[config.mk]
export PLATFORM = sky130hd
export DESIGN_NAME = arp_cache_with_aging
export DESIGN_NICKNAME = d
export VERILOG_FILES = /design/src/hw/rtl/arpc_pkg.sv /design/src/hw/rtl/arpc_ram.sv /design/src/hw/rtl/arpc_datapath.sv /design/src/hw/rtl/arpc_ctrl.sv /design/src/hw/rtl/arp_cache_with_aging.sv
export SDC_FILE = /design/constraint.sdc
export NUM_CORES = 2
export LEC_CHECK = 0
export BUFFER_PORTS_ARGS = -buffer_cell sky130_fd_sc_hd__buf_2
export CAP_MARGIN = 10
export CORE_ASPECT_RATIO = 1.1
export CORE_MARGIN = 8
export CORE_UTILIZATION = 40
export CTS_CLUSTER_SIZE = 8
export DETAILED_ROUTE_END_ITERATION = 10
export GPL_TIMING_DRIVEN = 0
export HOLD_SLACK_MARGIN = 0.12
export PLACE_DENSITY_LB_ADDON = 0.25
export SKIP_LAST_GASP = 1
export SYNTH_ARGS = -nofsm -noshare
export SYNTH_HDL_FRONTEND = slang
export SYNTH_SLANG_ARGS = --single-unit
[constraint.sdc]
create_clock -name clock -period 11.22 [get_ports clock]
set_clock_uncertainty 0.1 [all_clocks]
set_input_delay 1.122 -clock clock [delete_from_list [all_inputs] [get_ports clock]]
set_output_delay 1.122 -clock clock [all_outputs]
set_load 0.01 [all_outputs]
[src/hw/rtl/arpc_pkg.sv]
// Shared types and constants for the ARP cache with aging.
// Used by the RAM-based datapath, the scan controller and the top level.
package arpc_pkg;

   localparam int IP_W    = 32;
   localparam int MAC_W   = 48;
   localparam int STAMP_W = 16;
   localparam int LIMIT_W = 8;
   localparam int MODE_W  = 2;
   localparam int ENTRY_W = IP_W + MAC_W + STAMP_W;

   localparam int ENTRIES_DEFAULT = 16;

   localparam logic [LIMIT_W-1:0] EXPIRY_RESET = 8'd15;

   localparam logic [MODE_W-1:0] MODE_INSERT = 2'd0;
   localparam logic [MODE_W-1:0] MODE_SEARCH = 2'd1;
   localparam logic [MODE_W-1:0] MODE_ERASE  = 2'd2;
   localparam logic [MODE_W-1:0] MODE_TICK   = 2'd3;

   // controller to datapath
   typedef struct packed {
      logic load_req;   // capture the accepted item, clear results
      logic chk_en;     // evaluate the entry whose read data is present
      logic wr_en;      // commit a pending insert
      logic load_rsp;   // move results into the output register
   } cmd_type;

   // datapath to controller
   typedef struct packed {
      logic skip;       // zero key on a non-tick item: no scan
      logic stop;       // scan ends at the entry under evaluation
      logic rsp_free;   // output register can take a result this cycle
   } status_type;

endpackage

[src/hw/rtl/arpc_ram.sv]
// Generic single-write, single-read RAM with registered read data.
// No dependencies.
module arpc_ram #(
   parameter int WIDTH = 8,
   parameter int DEPTH = 16
) (
   input  logic                     clock,
   input  logic                     wr_en,
   input  logic [$clog2(DEPTH)-1:0] wr_addr,
   input  logic [WIDTH-1:0]         wr_data,
   input  logic [$clog2(DEPTH)-1:0] rd_addr,
   output logic [WIDTH-1:0]         rd_data
);

   logic [WIDTH-1:0] mem_ff [DEPTH];
   logic [WIDTH-1:0] rd_data_ff;

   always_ff @(posedge clock) begin
      if (wr_en) begin
         mem_ff[wr_addr] <= wr_data;
      end
      rd_data_ff <= mem_ff[rd_addr];
   end

   assign rd_data = rd_data_ff;

endmodule

[src/hw/rtl/arpc_datapath.sv]
// Datapath of the ARP cache: entry RAM, valid bits, time counter,
// expiry register, result and output registers. Uses arpc_pkg and arpc_ram.
module arpc_datapath #(
   parameter int ENTRIES = arpc_pkg::ENTRIES_DEFAULT
) (
   input  logic                              clock,
   input  logic                              reset,
   input  logic                              csr_wr_en,
   input  logic [arpc_pkg::LIMIT_W-1:0]      csr_wr_data,
   input  logic [arpc_pkg::MODE_W-1:0]       req_mode,
   input  logic [arpc_pkg::IP_W-1:0]         req_ip_key,
   input  logic [arpc_pkg::MAC_W-1:0]        req_mac_value,
   output logic                              rsp_valid,
   input  logic                              rsp_stall,
   output logic                              rsp_hit,
   output logic [arpc_pkg::MAC_W-1:0]        rsp_mac_out,
   output logic                              rsp_replaced,
   input  arpc_pkg::cmd_type                 cmd,
   input  logic [$clog2(ENTRIES)-1:0]        rd_addr,
   input  logic [$clog2(ENTRIES)-1:0]        chk_idx,
   output arpc_pkg::status_type              status
);
   import arpc_pkg::*;

   localparam int IW = $clog2(ENTRIES);

   logic [MODE_W-1:0]  mode_ff, mode_in;
   logic [IP_W-1:0]    key_ff, key_in;
   logic [MAC_W-1:0]   mac_ff, mac_in;
   logic [ENTRIES-1:0] valid_ff, valid_in;
   logic [STAMP_W-1:0] now_ff, now_in;
   logic [LIMIT_W-1:0] limit_ff, limit_in;
   logic               hit_ff, hit_in;
   logic [MAC_W-1:0]   macr_ff, macr_in;
   logic               repl_ff, repl_in;
   logic               wr_pend_ff, wr_pend_in;
   logic [IW-1:0]      slot_ff, slot_in;
   logic               rsp_valid_ff, rsp_valid_in;
   logic               rsp_hit_ff, rsp_hit_in;
   logic [MAC_W-1:0]   rsp_mac_ff, rsp_mac_in;
   logic               rsp_repl_ff, rsp_repl_in;

   logic [ENTRY_W-1:0] rd_data;
   logic [IP_W-1:0]    ent_ip;
   logic [MAC_W-1:0]   ent_mac;
   logic [STAMP_W-1:0] ent_stamp;
   logic [STAMP_W-1:0] age;
   logic               cur_valid, match, expired, last, ram_wr;

   arpc_ram #(.WIDTH(ENTRY_W), .DEPTH(ENTRIES)) u_ram (
      .clock   (clock),
      .wr_en   (ram_wr),
      .wr_addr (slot_ff),
      .wr_data ({key_ff, mac_ff, now_ff}),
      .rd_addr (rd_addr),
      .rd_data (rd_data)
   );

   assign ent_ip    = rd_data[ENTRY_W-1 -: IP_W];
   assign ent_mac   = rd_data[STAMP_W +: MAC_W];
   assign ent_stamp = rd_data[STAMP_W-1:0];
   assign age       = now_ff - ent_stamp;
   assign cur_valid = valid_ff[chk_idx];
   assign match     = (ent_ip == key_ff);
   assign expired   = (age > {{(STAMP_W-LIMIT_W){1'b0}}, limit_ff});
   assign last      = (chk_idx == IW'(ENTRIES-1));
   assign ram_wr    = cmd.wr_en && wr_pend_ff;

   always_comb begin
      case (mode_ff)
         MODE_INSERT: status.stop = !cur_valid || match;
         MODE_SEARCH: status.stop = cur_valid && match;
         default:     status.stop = 1'b0;
      endcase
      status.skip     = (mode_ff != MODE_TICK) && (key_ff == '0);
      status.rsp_free = !rsp_valid_ff || !rsp_stall;
   end

   always_comb begin
      mode_in      = mode_ff;
      key_in       = key_ff;
      mac_in       = mac_ff;
      valid_in     = valid_ff;
      now_in       = now_ff;
      limit_in     = limit_ff;
      hit_in       = hit_ff;
      macr_in      = macr_ff;
      repl_in      = repl_ff;
      wr_pend_in   = wr_pend_ff;
      slot_in      = slot_ff;
      rsp_valid_in = rsp_valid_ff;
      rsp_hit_in   = rsp_hit_ff;
      rsp_mac_in   = rsp_mac_ff;
      rsp_repl_in  = rsp_repl_ff;

      if (csr_wr_en) begin
         limit_in = csr_wr_data;
      end

      if (cmd.load_req) begin
         mode_in    = req_mode;
         key_in     = req_ip_key;
         mac_in     = req_mac_value;
         hit_in     = 1'b0;
         macr_in    = '0;
         repl_in    = 1'b0;
         wr_pend_in = 1'b0;
         slot_in    = '0;
         if (req_mode == MODE_TICK) begin
            now_in = now_ff + STAMP_W'(1);
         end
      end

      if (cmd.chk_en) begin
         case (mode_ff)
            MODE_INSERT: begin
               if (!cur_valid) begin
                  wr_pend_in = 1'b1;
                  slot_in    = chk_idx;
               end else if (!match && last) begin
                  // table full: overwrite entry 0
                  wr_pend_in = 1'b1;
                  slot_in    = '0;
                  repl_in    = 1'b1;
               end
            end
            MODE_SEARCH: begin
               if (cur_valid && match) begin
                  hit_in  = 1'b1;
                  macr_in = ent_mac;
               end
            end
            MODE_ERASE: begin
               if (cur_valid && match) begin
                  valid_in[chk_idx] = 1'b0;
                  hit_in            = 1'b1;
               end
            end
            MODE_TICK: begin
               if (cur_valid && expired) begin
                  valid_in[chk_idx] = 1'b0;
               end
            end
            default: begin
            end
         endcase
      end

      if (ram_wr) begin
         valid_in[slot_ff] = 1'b1;
      end

      if (cmd.load_rsp) begin
         rsp_valid_in = 1'b1;
         rsp_hit_in   = hit_ff;
         rsp_mac_in   = macr_ff;
         rsp_repl_in  = repl_ff;
      end else if (rsp_valid_ff && !rsp_stall) begin
         rsp_valid_in = 1'b0;
      end
   end

   always_ff @(posedge clock) begin
      if (reset) begin
         valid_ff     <= '0;
         now_ff       <= '0;
         limit_ff     <= EXPIRY_RESET;
         wr_pend_ff   <= 1'b0;
         rsp_valid_ff <= 1'b0;
      end else begin
         valid_ff     <= valid_in;
         now_ff       <= now_in;
         limit_ff     <= limit_in;
         wr_pend_ff   <= wr_pend_in;
         rsp_valid_ff <= rsp_valid_in;
      end
   end

   always_ff @(posedge clock) begin
      mode_ff     <= mode_in;
      key_ff      <= key_in;
      mac_ff      <= mac_in;
      hit_ff      <= hit_in;
      macr_ff     <= macr_in;
      repl_ff     <= repl_in;
      slot_ff     <= slot_in;
      rsp_hit_ff  <= rsp_hit_in;
      rsp_mac_ff  <= rsp_mac_in;
      rsp_repl_ff <= rsp_repl_in;
   end

   assign rsp_valid    = rsp_valid_ff;
   assign rsp_hit      = rsp_hit_ff;
   assign rsp_mac_out  = rsp_mac_ff;
   assign rsp_replaced = rsp_repl_ff;

endmodule

[src/hw/rtl/arpc_ctrl.sv]
// Scan controller of the ARP cache: item acceptance, pipelined entry scan,
// insert commit and result hand-off. Uses arpc_pkg.
module arpc_ctrl #(
   parameter int ENTRIES = arpc_pkg::ENTRIES_DEFAULT
) (
   input  logic                         clock,
   input  logic                         reset,
   input  logic                         req_valid,
   output logic                         req_stall,
   output arpc_pkg::cmd_type            cmd,
   output logic [$clog2(ENTRIES)-1:0]   rd_addr,
   output logic [$clog2(ENTRIES)-1:0]   chk_idx,
   input  arpc_pkg::status_type         status
);
   import arpc_pkg::*;

   localparam int IW = $clog2(ENTRIES);
   localparam int CW = $clog2(ENTRIES + 1);

   localparam logic [2:0] ST_IDLE  = 3'd0;
   localparam logic [2:0] ST_START = 3'd1;
   localparam logic [2:0] ST_SCAN  = 3'd2;
   localparam logic [2:0] ST_WRITE = 3'd3;
   localparam logic [2:0] ST_DONE  = 3'd4;

   logic [2:0]    state_ff, state_in;
   logic [CW-1:0] issue_ff, issue_in;
   logic          chk_vld_ff, chk_vld_in;
   logic [IW-1:0] chk_idx_ff, chk_idx_in;
   logic          issuing, last;

   assign issuing = (issue_ff < CW'(ENTRIES));
   assign last    = (chk_idx_ff == IW'(ENTRIES-1));

   always_comb begin
      state_in   = state_ff;
      issue_in   = issue_ff;
      chk_vld_in = 1'b0;
      chk_idx_in = chk_idx_ff;
      cmd        = '0;
      req_stall  = (state_ff != ST_IDLE);

      case (state_ff)
         ST_IDLE: begin
            if (req_valid) begin
               cmd.load_req = 1'b1;
               state_in     = ST_START;
            end
         end
         ST_START: begin
            issue_in = '0;
            state_in = status.skip ? ST_DONE : ST_SCAN;
         end
         ST_SCAN: begin
            cmd.chk_en = chk_vld_ff;
            if (chk_vld_ff && (status.stop || last)) begin
               state_in = ST_WRITE;
            end else begin
               // advance the read address while entries remain
               chk_vld_in = issuing;
               chk_idx_in = issue_ff[IW-1:0];
               if (issuing) begin
                  issue_in = issue_ff + CW'(1);
               end
            end
         end
         ST_WRITE: begin
            cmd.wr_en = 1'b1;
            state_in  = ST_DONE;
         end
         ST_DONE: begin
            if (status.rsp_free) begin
               cmd.load_rsp = 1'b1;
               state_in     = ST_IDLE;
            end
         end
         default: begin
            state_in = ST_IDLE;
         end
      endcase
   end

   always_ff @(posedge clock) begin
      if (reset) begin
         state_ff   <= ST_IDLE;
         chk_vld_ff <= 1'b0;
      end else begin
         state_ff   <= state_in;
         chk_vld_ff <= chk_vld_in;
      end
   end

   always_ff @(posedge clock) begin
      issue_ff   <= issue_in;
      chk_idx_ff <= chk_idx_in;
   end

   assign rd_addr = issue_ff[IW-1:0];
   assign chk_idx = chk_idx_ff;

endmodule

[src/hw/rtl/arp_cache_with_aging.sv]
// ARP cache with aging: IPv4 to MAC table scanned serially through arpc_ctrl,
// arpc_datapath and arpc_ram, with shared types from arpc_pkg.
// Each item passes the start, scan, write and done states; insert and search
// end the scan early, and a zero key on a non-tick item skips it. No new item
// is taken until the last result is loaded; a stalled result holds the next one at the output.
// Reset (synchronous): all entries invalid, time zero, expiry limit 15.
module arp_cache_with_aging #(
   parameter int ENTRIES = arpc_pkg::ENTRIES_DEFAULT
) (
   input  logic                          clock,
   input  logic                          reset,
   // expiry limit register
   input  logic                          csr_wr_en,
   input  logic [arpc_pkg::LIMIT_W-1:0]  csr_wr_data,
   // request items
   input  logic                          req_valid,
   output logic                          req_stall,
   input  logic [arpc_pkg::MODE_W-1:0]   req_mode,
   input  logic [arpc_pkg::IP_W-1:0]     req_ip_key,
   input  logic [arpc_pkg::MAC_W-1:0]    req_mac_value,
   // result items
   output logic                          rsp_valid,
   input  logic                          rsp_stall,
   output logic                          rsp_hit,
   output logic [arpc_pkg::MAC_W-1:0]    rsp_mac_out,
   output logic                          rsp_replaced
);
   import arpc_pkg::*;

   localparam int IW = $clog2(ENTRIES);

   cmd_type       cmd;
   status_type    status;
   logic [IW-1:0] rd_addr;
   logic [IW-1:0] chk_idx;

   // The controller walks the entries: one RAM read issued per cycle, the
   // entry read in the previous cycle is evaluated against the held item.
   // Inserts commit their single RAM write after the scan ends.
   arpc_ctrl #(.ENTRIES(ENTRIES)) u_ctrl (
      .clock     (clock),
      .reset     (reset),
      .req_valid (req_valid),
      .req_stall (req_stall),
      .cmd       (cmd),
      .rd_addr   (rd_addr),
      .chk_idx   (chk_idx),
      .status    (status)
   );

   // The output register lets a finished result wait while the next item
   // is already taken in and scanned.
   arpc_datapath #(.ENTRIES(ENTRIES)) u_dp (
      .clock         (clock),
      .reset         (reset),
      .csr_wr_en     (csr_wr_en),
      .csr_wr_data   (csr_wr_data),
      .req_mode      (req_mode),
      .req_ip_key    (req_ip_key),
      .req_mac_value (req_mac_value),
      .rsp_valid     (rsp_valid),
      .rsp_stall     (rsp_stall),
      .rsp_hit       (rsp_hit),
      .rsp_mac_out   (rsp_mac_out),
      .rsp_replaced  (rsp_replaced),
      .cmd           (cmd),
      .rd_addr       (rd_addr),
      .chk_idx       (chk_idx),
      .status        (status)
   );

   // Hold off new items once one is taken.
   a_busy_after_accept: assert property (@(posedge clock) disable iff (reset)
      (req_valid && !req_stall) |=> req_stall)
      else $error("request accepted while previous item still in flight");

   // Load the output register only when it is free.
   a_load_when_free: assert property (@(posedge clock) disable iff (reset)
      cmd.load_rsp |-> status.rsp_free)
      else $error("result loaded over an undelivered result");

   // Never commit an insert while the scan is still evaluating entries.
   a_write_after_scan: assert property (@(posedge clock) disable iff (reset)
      cmd.wr_en |-> !cmd.chk_en)
      else $error("entry write overlaps scan");

   // Drop the MAC on anything but a hit.
   a_mac_zero_on_miss: assert property (@(posedge clock) disable iff (reset)
      (rsp_valid && !rsp_hit) |-> (rsp_mac_out == '0))
      else $error("nonzero MAC without hit");

endmodule

==> impl_metrics.tcl <==
set metrics [dict create \
    outcome "complete, no violations" \
    viasPerCell 5.481 \
    hp-class "input pin to flip-flop" \
    cts_tree "built" \
    place_ws_ps 6423 \
    ys.flop_type "edfxtp_1" \
    drive_above_1_share_pct 28.67 \
    ys_seq_area_share_pct 78.18 \
    drtIter0Drc 3574 \
    coreArea_um2 172600 \
    initial_core_util_pct 40.24 \
    tightest_slew_ps 1338 \
    cts_sinks 1873 \
    cts_buffers 284 \
    gp_congestion 0.7206 \
    cts_hold_buf 0 \
    relSlewSlack_pct 10.78 \
    fmax_mhz 228.7 \
    yosys.area.top_type "edfxtp_1" \
    antenna_left 0 \
    layout.nets 3823 \
    worst_setup_path_start_kind "flip-flop" \
    ios 147 \
    cts_resized 0 \
    synth.most_common_cell "edfxtp_1" \
    grt_first_pass_wirelength_um 250400 \
    worst_slack_ps 6847 \
    port-buffer-count 145 \
    rsz0062_at_grt "false" \
    finalPower_mw 16.12 \
    wl_met2_um 84540 \
    multiInputGateArea_um2 14530 \
    wl_met1_um 74380 \
    ys_ff_latch 1873 \
    wire_per_inst_um 28.27 \
    post_cts_buffers 0 \
    maxCapViolCount 0 \
    synthTopCellsByArea "edfxtp_1, mux4_2, dfxtp_1" \
    fill_cells 13999 \
    dieHeight_um 453.0 \
    yosysTopAreaCellShare_pct 72.52 \
    cp_data_arrival_time_ps 5000 \
    grt_max_degree 55 \
    totalWireLength_um 173800 \
    synth-edff-count 1677 \
    period_share_pct 38.98 \
    netlist_area_um2 69440 \
    drv_slew 0 \
    grt_antenna_before_repair 7 \
    root_buffer "clkbuf_16" \
    drc 0 \
    min_period_ps 4373 \
    setup_violations 0 \
    synthArstFlopShare_pct 0 \
    areaGrowthSynthToFinish_pct 20.25 \
    clock_latency_ps 880 \
    seq_area_um2 54280 \
    first_pass_iters 7 \
    dp.final_hpwl_um 111100 \
    end_kind "flip-flop" \
    cp_max_fo 10 \
    synth_common_cells "edfxtp_1, mux4_2, dfxtp_1" \
    overflow 0 \
    h-tree-depth 5 \
    syn_nets 3246 \
    dr.max_layer_used "met5" \
    ys_warn_count 0 \
    max-clock-path-buffers 4 \
    critical_path_class "flip-flop to flip-flop" \
    fp-row-count 160 \
    grt_pass1_vias 35228 \
    leakage_nw 27.06 \
    fin_tns_setup_ps 0 \
    die-area_um2 187200 \
    num_vias 33688 \
    holdWs_ps 296.5 \
    die_w_um 413.3 \
    wl_met3_um 11380 \
    synthCells 3121 \
    hold_violations 0 \
    required_ps 11850 \
    grtUsageTotal_pct 18.51 \
    power_density_nw_per_um2 193.1 \
    synth.distinct_cells 51 \
    ir_worst_vdd_mv 0.1448 \
    syn_avg_cell_area_um2 22.25 \
    clkTransAtPathRegs_ps 50 \
]
-- registers in the layout (all words and copies together), names as in the netlist, 2 cells and up --
| register | flops |
|---|---|
| u_dp.rsp_mac_out | 48 |
| u_dp.key_ff | 32 |
| u_dp.now_ff | 16 |
| u_dp.slot_ff | 4 |
| u_dp.u_ram.rd_data | 96 |
| u_dp.mac_ff | 48 |
| u_ctrl.issue_ff | 5 |
| u_dp.mode_ff | 2 |
| u_dp.valid_ff | 16 |
| u_ctrl.state_ff | 3 |
| u_dp.limit_ff | 8 |
| u_dp.macr_ff | 48 |
| u_dp.u_ram.mem_ff | 1536 |
| u_ctrl.chk_idx | 4 |
-- layer usage --
layer  track usage [%]  vias to the layer above
li1                  -                    14169
met2             29.88                     1184
met5                 0                        -
met3             3.841                      233
met1             25.70                    18096
met4             5.083                        6
-- kinds of logic (layout without fill, tap and decap cells) --
| kind of cell | after synthesis | after routing | synth area share [%] |
|---|---|---|---|
| compound gates | 171 | 171 | 1.492 |
| xor+xnor | 59 | 59 | 0.7442 |
| fa+ha+maj | 30 | 30 | 0.5514 |
| buf+inv | 180 | 934 | 1.070 |
| flops | 1873 | 1873 | 78.18 |
| mux | 494 | 494 | 15.86 |
| other cells | 0 | 3 | 0 |
| simple gates | 314 | 314 | 2.106 |
-- final cells by class --
| type | instances | area share (%) |
|---|---|---|
| clock inverter | 3 | 0.03596 |
| multi-input combinational | 1068 | 17.40 |
| clock buffer | 460 | 9.518 |
| tap | 2268 | 3.399 |
| sequential | 1873 | 65.01 |
| inverter | 31 | 0.1454 |
| timing repair buffer | 291 | 3.727 |
| antenna | 3 | 0.008991 |
| buffer | 149 | 0.7507 |
-- per-stage QoR --
step | utilization, % | cells | instance area (µm²)
floorplan | - | 3121 | 69440
global placement | 42.30 | 5534 | 73000
detailed placement | 43.62 | 5663 | 75270
CTS | 48.24 | 6126 | 83250
global route | 48.38 | 6144 | 83490
finish | 48.39 | 6146 | 83500
-- cell usage in the layout (no fill, tap or decap), drive strengths merged, types with 11 or more instances in the layout --
cell type / n
inv: 32
dfxtp: 196
nand2b: 11
o21ai: 59
nor4: 13
ha: 29
a21oi: 46
nor2: 54
a211oi: 14
nor3: 20
nand4: 18
edfxtp: 1677
nand3: 13
clkbuf: 560
nand2: 149
xnor2: 42
mux4: 485
buf: 340
xor2: 17
-- worst paths after layout --
path | slack, ps | from | endpoint | cells past startpoint
setup / recovery | 6850 | u_ctrl.issue_ff[0] | u_dp.u_ram.rd_data[87] | 5
hold reg to reg | 330 | u_dp.macr_ff[19] | u_dp.rsp_mac_out[19] | 0
hold / removal | 300 | req_mac_value[35] | u_dp.mac_ff[35] | 1
setup reg to reg | 6850 | u_ctrl.issue_ff[0] | u_dp.u_ram.rd_data[87] | 5
-- power breakdown --
| group | total [mW] | internal, mW | switching, mW | leakage, nW |
|---|---|---|---|---|
| Clock | 7.59 | 4.77 | 2.82 | 3.82 |
| Sequential | 7.83 | 7.70 | 0.127 | 17.1 |
| Combinational | 0.705 | 0.328 | 0.376 | 6.19 |
-- worst max-delay path, cell delays in order (launching register included) --
cell,delay [ps]
edfxtp_1,380
clkbuf_1,720
clkbuf_1,940
buf_1,920
mux4_2,660
mux4_2,490
No activity file was read; power rests on OpenSTA's default activity.
